### config.mk
export PLATFORM = sky130hd
export DESIGN_NAME = piecewise_linear_scale_lookup
export DESIGN_NICKNAME = d
export VERILOG_FILES = /design/src/design/pls_pkg.sv /design/src/design/piecewise_linear_scale_lookup.sv /design/src/design/pls_table.sv /design/src/design/pls_arith.sv
export SDC_FILE = /design/constraint.sdc
export NUM_CORES = 1
export LEC_CHECK = 0
export ABC_AREA = 1
export BUFFER_PORTS_ARGS = -buffer_cell sky130_fd_sc_hd__buf_4
export CORE_MARGIN = 3
export CORE_UTILIZATION = 45
export DETAILED_ROUTE_END_ITERATION = 10
export SKIP_LAST_GASP = 1
export SLEW_MARGIN = 0
export SYNTH_ARGS = -nofsm -noshare
export SYNTH_HDL_FRONTEND = slang
export SYNTH_HIERARCHICAL = 1
export SYNTH_SLANG_ARGS = --single-unit
### constraint.sdc
create_clock -name clock -period 13.6 [get_ports clock]
set_input_delay 0.68 -clock clock [delete_from_list [all_inputs] [get_ports clock]]
set_output_delay 0.68 -clock clock [all_outputs]
set_load 0.02 [all_outputs]
### src/design/pls_pkg.sv
// ----------------------------------------------------------------------------
// pls_pkg
// Types and constants shared by the piecewise linear scale lookup modules.
// ----------------------------------------------------------------------------
`default_nettype none

package pls_pkg;

   localparam int DATA_W              = 16;
   localparam int MAX_BREAKPOINTS_DEF = 8;
   localparam int STEP_W              = 4;

   localparam logic [STEP_W-1:0] STEP_LAST = STEP_W'(DATA_W - 1);
   localparam logic [DATA_W-1:0] SCALE_ONE = 16'd4096;

   localparam logic [1:0] REQ_APPEND = 2'd0;
   localparam logic [1:0] REQ_QUERY  = 2'd1;
   localparam logic [1:0] REQ_CLEAR  = 2'd2;

   typedef struct packed {
      logic [1:0]               req_type;
      logic signed [DATA_W-1:0] query_pos;
      logic signed [DATA_W-1:0] entry_pos;
      logic [DATA_W-1:0]        entry_scale;
   } pls_req_type;

   typedef struct packed {
      logic [DATA_W-1:0] scale_out;
      logic              status;
   } pls_rsp_type;

   typedef struct packed {
      logic              load;
      logic [DATA_W-1:0] multiplicand;
      logic [DATA_W-1:0] multiplier;
      logic [DATA_W-1:0] divisor;
   } pls_arith_cmd_type;

   typedef struct packed {
      logic              done;
      logic [DATA_W-1:0] quotient;
   } pls_arith_rsp_type;

   typedef enum logic [1:0] {
      ST_IDLE,
      ST_SCAN,
      ST_CALC
   } pls_state_type;

   typedef enum logic [1:0] {
      AR_IDLE,
      AR_MUL,
      AR_DIV
   } pls_arith_state_type;

endpackage

`default_nettype wire

### src/design/piecewise_linear_scale_lookup.sv
// Append, clear and query on an empty table: result strobe in the cycle after accept.
// Query: the table is scanned one entry a cycle through the registered read port;
// a result without interpolation follows in the cycle after the deciding entry.
// Interpolation between the bracketing entries adds a bit-serial multiply and a
// bit-serial divide. Reset empties the table; entries are undefined until written.
// Results cannot be stalled; busy stays high while a query is in progress.
// ----------------------------------------------------------------------------
// piecewise_linear_scale_lookup
// Breakpoint table with scale lookup by linear interpolation.
// ----------------------------------------------------------------------------
`default_nettype none

module piecewise_linear_scale_lookup #(
   parameter int MAX_BREAKPOINTS = pls_pkg::MAX_BREAKPOINTS_DEF
) (
   input  wire logic                 clock,
   input  wire logic                 reset,
   input  wire logic                 start,
   output logic                      busy,
   input  wire pls_pkg::pls_req_type req_item,
   output logic                      rsp_valid,
   output pls_pkg::pls_rsp_type      rsp_item
);
   import pls_pkg::*;

   localparam int IDX_W = $clog2(MAX_BREAKPOINTS);
   localparam int CNT_W = $clog2(MAX_BREAKPOINTS + 1);

   pls_state_type            state_ff, state_in;
   logic [IDX_W-1:0]         idx_ff, idx_in;
   logic signed [DATA_W-1:0] q_ff, q_in;
   logic signed [DATA_W-1:0] prev_pos_ff, prev_pos_in;
   logic [DATA_W-1:0]        prev_scale_ff, prev_scale_in;
   logic                     neg_ff, neg_in;
   logic                     rsp_valid_ff, rsp_valid_in;
   logic [DATA_W-1:0]        rsp_scale_ff, rsp_scale_in;
   logic                     rsp_status_ff, rsp_status_in;

   logic                     tbl_wr;
   logic                     tbl_clear;
   logic [IDX_W-1:0]         rd_addr;
   logic signed [DATA_W-1:0] rd_pos;
   logic [DATA_W-1:0]        rd_scale;
   logic [CNT_W-1:0]         tbl_count;
   logic                     tbl_full;
   logic [DATA_W:0]          ds;
   logic                     last_entry;
   pls_arith_cmd_type        arith_cmd;
   pls_arith_rsp_type        arith_rsp;

   pls_table #(
      .MAX_BREAKPOINTS (MAX_BREAKPOINTS),
      .IDX_W           (IDX_W),
      .CNT_W           (CNT_W)
   ) u_table (
      .clock    (clock),
      .reset    (reset),
      .wr_en    (tbl_wr),
      .wr_pos   (req_item.entry_pos),
      .wr_scale (req_item.entry_scale),
      .clear    (tbl_clear),
      .rd_addr  (rd_addr),
      .rd_pos   (rd_pos),
      .rd_scale (rd_scale),
      .count    (tbl_count),
      .full     (tbl_full)
   );

   pls_arith u_arith (
      .clock (clock),
      .reset (reset),
      .cmd   (arith_cmd),
      .rsp   (arith_rsp)
   );

   assign ds         = {1'b0, rd_scale} - {1'b0, prev_scale_ff};
   assign last_entry = ((CNT_W'(idx_ff) + 1'b1) == tbl_count);

   always_ff @(posedge clock) begin
      if (reset) begin
         state_ff     <= ST_IDLE;
         rsp_valid_ff <= 1'b0;
      end else begin
         state_ff     <= state_in;
         rsp_valid_ff <= rsp_valid_in;
      end
   end

   always_ff @(posedge clock) begin
      idx_ff        <= idx_in;
      q_ff          <= q_in;
      prev_pos_ff   <= prev_pos_in;
      prev_scale_ff <= prev_scale_in;
      neg_ff        <= neg_in;
      rsp_scale_ff  <= rsp_scale_in;
      rsp_status_ff <= rsp_status_in;
   end

   always_comb begin
      state_in      = state_ff;
      idx_in        = idx_ff;
      q_in          = q_ff;
      prev_pos_in   = prev_pos_ff;
      prev_scale_in = prev_scale_ff;
      neg_in        = neg_ff;
      rsp_valid_in  = 1'b0;
      rsp_scale_in  = rsp_scale_ff;
      rsp_status_in = rsp_status_ff;
      tbl_wr        = 1'b0;
      tbl_clear     = 1'b0;
      rd_addr       = '0;
      arith_cmd     = '0;
      unique case (state_ff)
         ST_IDLE: begin
            if (start) begin
               rsp_scale_in  = '0;
               rsp_status_in = 1'b0;
               case (req_item.req_type)
                  REQ_APPEND: begin
                     rsp_valid_in = 1'b1;
                     if (tbl_full) begin
                        rsp_status_in = 1'b1;
                     end else begin
                        tbl_wr = 1'b1;
                     end
                  end
                  REQ_QUERY: begin
                     if (tbl_count == '0) begin
                        rsp_valid_in = 1'b1;
                        rsp_scale_in = SCALE_ONE;
                     end else begin
                        q_in     = req_item.query_pos;
                        idx_in   = '0;
                        state_in = ST_SCAN;
                     end
                  end
                  REQ_CLEAR: begin
                     rsp_valid_in = 1'b1;
                     tbl_clear    = 1'b1;
                  end
                  default: begin
                     rsp_valid_in = 1'b1;
                  end
               endcase
            end
         end
         ST_SCAN: begin
            rd_addr = idx_ff + 1'b1;
            if (q_ff < rd_pos) begin
               if (idx_ff == '0) begin
                  rsp_valid_in = 1'b1;
                  rsp_scale_in = rd_scale;
                  state_in     = ST_IDLE;
               end else begin
                  arith_cmd.load         = 1'b1;
                  arith_cmd.multiplicand = ds[DATA_W] ? DATA_W'(-ds) : ds[DATA_W-1:0];
                  arith_cmd.multiplier   = DATA_W'(q_ff - prev_pos_ff);
                  arith_cmd.divisor      = DATA_W'(rd_pos - prev_pos_ff);
                  neg_in                 = ds[DATA_W];
                  state_in               = ST_CALC;
               end
            end else begin
               prev_pos_in   = rd_pos;
               prev_scale_in = rd_scale;
               if (last_entry) begin
                  rsp_valid_in = 1'b1;
                  rsp_scale_in = rd_scale;
                  state_in     = ST_IDLE;
               end else begin
                  idx_in = idx_ff + 1'b1;
               end
            end
         end
         ST_CALC: begin
            if (arith_rsp.done) begin
               rsp_valid_in = 1'b1;
               rsp_scale_in = neg_ff ? (prev_scale_ff - arith_rsp.quotient)
                                     : (prev_scale_ff + arith_rsp.quotient);
               state_in     = ST_IDLE;
            end
         end
         default: begin
            state_in = ST_IDLE;
         end
      endcase
   end

   assign busy               = (state_ff != ST_IDLE);
   assign rsp_valid          = rsp_valid_ff;
   assign rsp_item.scale_out = rsp_scale_ff;
   assign rsp_item.status    = rsp_status_ff;

`ifndef SYNTHESIS
   // A dropped append never carries a scale.
   assert property (@(posedge clock) disable iff (reset)
      rsp_valid && rsp_item.status |-> rsp_item.scale_out == '0)
      else $error("dropped append returned a nonzero scale");

   // A query on an empty table answers 1.0 in the next cycle.
   assert property (@(posedge clock) disable iff (reset)
      start && !busy && req_item.req_type == REQ_QUERY && tbl_count == '0
      |=> rsp_valid && rsp_item.scale_out == SCALE_ONE)
      else $error("empty table query did not return unity scale");

   // The arithmetic unit only finishes while a query waits on it.
   assert property (@(posedge clock) disable iff (reset)
      arith_rsp.done |-> state_ff == ST_CALC)
      else $error("arithmetic result arrived outside of interpolation");

   // The fill count never passes the table depth.
   assert property (@(posedge clock) disable iff (reset)
      tbl_count <= CNT_W'(MAX_BREAKPOINTS))
      else $error("breakpoint count exceeds table depth");
`endif

endmodule

`default_nettype wire

### src/design/pls_table.sv
// ----------------------------------------------------------------------------
// pls_table
// Breakpoint store with one write port, one registered read port and a fill
// count.
// ----------------------------------------------------------------------------
`default_nettype none

module pls_table #(
   parameter int MAX_BREAKPOINTS = pls_pkg::MAX_BREAKPOINTS_DEF,
   parameter int IDX_W           = $clog2(MAX_BREAKPOINTS),
   parameter int CNT_W           = $clog2(MAX_BREAKPOINTS + 1)
) (
   input  wire logic                             clock,
   input  wire logic                             reset,
   input  wire logic                             wr_en,
   input  wire logic signed [pls_pkg::DATA_W-1:0] wr_pos,
   input  wire logic [pls_pkg::DATA_W-1:0]       wr_scale,
   input  wire logic                             clear,
   input  wire logic [IDX_W-1:0]                 rd_addr,
   output logic signed [pls_pkg::DATA_W-1:0]     rd_pos,
   output logic [pls_pkg::DATA_W-1:0]            rd_scale,
   output logic [CNT_W-1:0]                      count,
   output logic                                  full
);
   import pls_pkg::*;

   logic signed [DATA_W-1:0] pos_mem [MAX_BREAKPOINTS];
   logic [DATA_W-1:0]        scale_mem [MAX_BREAKPOINTS];
   logic signed [DATA_W-1:0] rd_pos_ff;
   logic [DATA_W-1:0]        rd_scale_ff;
   logic [CNT_W-1:0]         count_ff;
   logic [CNT_W-1:0]         count_in;

   assign full = (count_ff == CNT_W'(MAX_BREAKPOINTS));

   always_comb begin
      count_in = count_ff;
      if (clear) begin
         count_in = '0;
      end else if (wr_en && !full) begin
         count_in = count_ff + 1'b1;
      end
   end

   always_ff @(posedge clock) begin
      if (reset) begin
         count_ff <= '0;
      end else begin
         count_ff <= count_in;
      end
   end

   always_ff @(posedge clock) begin
      if (wr_en && !full) begin
         pos_mem[count_ff[IDX_W-1:0]]   <= wr_pos;
         scale_mem[count_ff[IDX_W-1:0]] <= wr_scale;
      end
      rd_pos_ff   <= pos_mem[rd_addr];
      rd_scale_ff <= scale_mem[rd_addr];
   end

   assign rd_pos   = rd_pos_ff;
   assign rd_scale = rd_scale_ff;
   assign count    = count_ff;

endmodule

`default_nettype wire

### src/design/pls_arith.sv
// ----------------------------------------------------------------------------
// pls_arith
// Bit-serial unsigned multiply followed by a bit-serial restoring divide,
// sharing one shift register pair.
// ----------------------------------------------------------------------------
`default_nettype none

module pls_arith (
   input  wire logic                       clock,
   input  wire logic                       reset,
   input  wire pls_pkg::pls_arith_cmd_type cmd,
   output pls_pkg::pls_arith_rsp_type      rsp
);
   import pls_pkg::*;

   pls_arith_state_type state_ff, state_in;
   logic [STEP_W-1:0]   step_ff, step_in;
   logic [DATA_W-1:0]   hi_ff, hi_in;
   logic [DATA_W-1:0]   lo_ff, lo_in;
   logic [DATA_W-1:0]   mcand_ff, mcand_in;
   logic [DATA_W-1:0]   divisor_ff, divisor_in;
   logic                done_ff, done_in;
   logic [DATA_W:0]     mul_sum;
   logic [DATA_W:0]     trial;
   logic [DATA_W:0]     diff;
   logic                fits;

   assign mul_sum = {1'b0, hi_ff} + (lo_ff[0] ? {1'b0, mcand_ff} : '0);
   assign trial   = {hi_ff, lo_ff[DATA_W-1]};
   assign diff    = trial - {1'b0, divisor_ff};
   assign fits    = (trial >= {1'b0, divisor_ff});

   always_ff @(posedge clock) begin
      if (reset) begin
         state_ff <= AR_IDLE;
         done_ff  <= 1'b0;
      end else begin
         state_ff <= state_in;
         done_ff  <= done_in;
      end
   end

   always_ff @(posedge clock) begin
      step_ff    <= step_in;
      hi_ff      <= hi_in;
      lo_ff      <= lo_in;
      mcand_ff   <= mcand_in;
      divisor_ff <= divisor_in;
   end

   always_comb begin
      state_in   = state_ff;
      step_in    = step_ff;
      hi_in      = hi_ff;
      lo_in      = lo_ff;
      mcand_in   = mcand_ff;
      divisor_in = divisor_ff;
      done_in    = 1'b0;
      unique case (state_ff)
         AR_IDLE: begin
            if (cmd.load) begin
               hi_in      = '0;
               lo_in      = cmd.multiplier;
               mcand_in   = cmd.multiplicand;
               divisor_in = cmd.divisor;
               step_in    = '0;
               state_in   = AR_MUL;
            end
         end
         AR_MUL: begin
            hi_in   = mul_sum[DATA_W:1];
            lo_in   = {mul_sum[0], lo_ff[DATA_W-1:1]};
            step_in = step_ff + 1'b1;
            if (step_ff == STEP_LAST) begin
               state_in = AR_DIV;
            end
         end
         AR_DIV: begin
            hi_in   = fits ? diff[DATA_W-1:0] : trial[DATA_W-1:0];
            lo_in   = {lo_ff[DATA_W-2:0], fits};
            step_in = step_ff + 1'b1;
            if (step_ff == STEP_LAST) begin
               done_in  = 1'b1;
               state_in = AR_IDLE;
            end
         end
         default: begin
            state_in = AR_IDLE;
         end
      endcase
   end

   assign rsp.done     = done_ff;
   assign rsp.quotient = lo_ff;

endmodule

`default_nettype wire
==> impl_metrics.json <==
{
  "die-area_mm2": 0.0570,
  "finalWorstSetupSlack_ps": 9540,
  "clkLatencyLatePin_ps": 590,
  "syn_nets": 2994,
  "wl_per_cell_um": 16.1,
  "leakage_nw": 12.4,
  "dp_hpwl_mm": 39.4,
  "min_period_ps": 4060,
  "seqPwrFrac_pct": 47.5,
  "io_pins": 72,
  "core-area_mm2": 0.0531,
  "drive_above_1_share_pct": 8.41,
  "synth_common_cells": "808 x nand2_1, 501 x inv_1, 393 x edfxtp_1",
  "clock_skew_ps": 25.4,
  "pre_cts_ws_ps": 9550,
  "syn_inst": 2813,
  "critical_path.startpoint_type": "flop",
  "cellPowerDensity_mw_per_mm2": 119,
  "vias_per_cell": 5.06,
  "start_util_pct": 45.9,
  "fin_setup_tns_ps": 0,
  "cp.required_ps": 14130,
  "cp.arrival_ps": 4590,
  "cp-end-kind": "flop",
  "crit_path_max_fanout": 72,
  "clock.fmax_mhz": 246,
  "cts_resized": 0,
  "seq_area_frac_synth_pct": 51.9,
  "via_count": 18200,
  "p_comb_share_pct": 12.3,
  "cts.clk_slew.worst_paths_ps": 60,
  "synth_seq_cells": 435,
  "grt_max_degree": 104,
  "dieHeight_um": 239,
  "tightestPinTransition_ps": 1130,
  "period_share_pct": 29.9,
  "synth_edf_count": 393,
  "ant_nets": 0,
  "grt_pass1_wl_mm": 92.3,
  "clock-root-buffer": "clkbuf_16",
  "p_sw_share_pct": 25.4,
  "ys_top_cells_by_area": "edfxtp_1 48%, nand2_1 12%, inv_1 7.7%",
  "holdBufCountCts": 0,
  "cts_tree": "yes",
  "placementRows": 84,
  "fillCellCount": 4918,
  "final_cells": 3602,
  "synth_area_per_cell_um2": 8.66,
  "hold_depth": 1,
  "crit_type": "reg2reg",
  "clkPwrFrac_pct": 40.2,
  "synthFlopType": "edfxtp_1",
  "synth_area_mm2": 0.0244,
  "cts_setup_buffers": 0,
  "setup_viol_count_final": 0,
  "p_int_mw": 2.41,
  "hold_violations": 0,
  "drc": 0,
  "numPortBuffers": 71,
  "synth_top_area_cell": "edfxtp_1",
  "synth_top_area_share_pct": 48.4,
  "multiInputGateArea_mm2": 0.00937,
  "clock-sinks": 435,
  "slew_viol_final": 0,
  "overflow": 0,
  "n_antenna_cell": 0,
  "track_usage_pct": 20.4,
  "ir_drop_uv": 91.7,
  "cts_buffers": 48,
  "relSlewSlack_pct": 24.9,
  "drv_cap": 0,
  "yosysMostFrequentCell": "nand2_1",
  "drt-total-wl_mm": 58.1,
  "synth_cell_types": 52,
  "status": "complete, no violations",
  "synth-async-reset-ratio_pct": 0,
  "htreeDepth": 2,
  "syn_to_final_growth_pct": 11.2,
  "rsz0062_at_grt": "false",
  "first_global_vias": 17500,
  "drt_iter0_drc": 1155,
  "hold_path_class": "in2reg",
  "gp_routability_congestion": 0.905,
  "drt_first_pass_iters": 5,
  "cts_max_path_buffers": 3,
  "grt_antenna_before_repair": 1,
  "dp.cells": 3513,
  "p_switching_mw": 0.821,
  "reg2reg_depth": 11,
  "nets": 3056,
  "ys_warn_count": 6,
  "die_w_um": 239,
  "regArea_mm2": 0.0126
}
-- state kept, by name (all words and copies together) (netlist names), 2 cells and up --
| signal | count |
|---|---|
| idx_ff | 3 |
| prev_pos_ff | 16 |
| prev_scale_ff | 16 |
| q_ff | 16 |
| rsp_scale_ff | 16 |
| state_ff | 2 |
| u_arith/divisor_ff | 16 |
| u_arith/hi_ff | 16 |
| u_arith/lo_ff | 16 |
| u_arith/mcand_ff | 16 |
| u_arith/state_ff | 2 |
| u_arith/step_ff | 4 |
| u_table/count | 4 |
| u_table/pos_mem | 128 |
| u_table/rd_pos | 16 |
| u_table/rd_scale | 16 |
| u_table/scale_mem | 128 |
-- area by class of cell --
type | instances | share of cell area (%)
Timing Repair Buffer | 93 | 2.58
Inverter | 514 | 7.12
Clock inverter | 20 | 0.794
Tap cell | 688 | 3.18
Sequential cell | 435 | 46.7
Multi-Input combinational cell | 1783 | 34.6
Clock buffer | 69 | 5.10
-- metrics by stage --
step | total power [mW] | cell area, µm² | hold slack (ps) | util [%]
floorplan | 1.83 | 24400 | 430 | -
global placement | 1.95 | 25500 | 473 | 48.0
detailed placement | 1.96 | 25500 | 483 | 48.0
CTS | 3.26 | 27100 | 228 | 51.1
global route | 3.37 | 27100 | 232 | 51.1
finish | 3.23 | 27100 | 264 | 51.1
-- critical path, cell delays in order (launching register included) --
cell	delay (ps)
dfxtp_1	330
inv_1	90
ha_1	700
inv_1	280
nor2_4	590
clkinv_2	840
buf_4	610
nand2_1	150
nand3_1	80
nand2_1	110
nand2_1	50
nand2_1	90
-- final timing paths --
check | slack [ps] | to | startpoint
setup / recovery | 9540 | u_table/rd_pos[11]$_DFF_P_ | state_ff[1]$_SDFFE_PP0P_
hold / removal | 260 | q_ff[0]$_DFFE_PP_ | req_item[32]
setup reg to reg | 9540 | u_table/rd_pos[11]$_DFF_P_ | state_ff[1]$_SDFFE_PP0P_
hold reg to reg | 490 | u_arith/state_ff[0]$_SDFFE_PP0P_ | u_arith/state_ff[0]$_SDFFE_PP0P_
-- metal layers --
| metal | GRT usage (%) | vias up | wire length, µm | share of wire [%] |
|---|---|---|---|---|
| met5 | 0 | - | 11 | 0.019 |
| met4 | 6.78 | 2 | 1740 | 3.0 |
| met3 | 3.17 | 104 | 2810 | 4.8 |
| met2 | 35.1 | 408 | 27800 | 48 |
| met1 | 26.3 | 8486 | 25700 | 44 |
| li1 | - | 9211 | - | - |
-- layout by cell type, fill, tap and decap left out, types with 12 or more instances in the layout --
cell       instances
a21oi_1          173
buf_4             93
clkbuf_1          12
clkbuf_16         49
dfxtp_1           42
edfxtp_1         393
ha_1             122
inv_1            499
nand2_1          808
nand2_2           21
nand3_1          233
nand3b_1          27
nand4_1           17
nor2_1           152
nor3_1            23
o21ai_0           67
xnor2_1           25
xor2_1            21
-- power groups by stage --
stage          clock [mW]  sequential (mW)  combinational [mW]
2_1_floorplan           0             1.56               0.267
3_3_place_gp            0             1.56               0.390
3_5_place_dp            0             1.56               0.398
4_1_cts              1.33             1.53               0.399
5_1_grt              1.39             1.54               0.448
6_report             1.30             1.53               0.398
-- logic make-up after synthesis --
group / count (synthesis) / share of synthesized area, %
AOI/OAI and AO/OA: 285 / 6.40
adders and majority gates: 128 / 6.76
buffers and inverters: 595 / 9.86
xor gates and xnor gates: 51 / 1.99
and+or+nand+nor: 1319 / 23.1
DFF: 435 / 51.9
(Power assumes the default switching activity.)
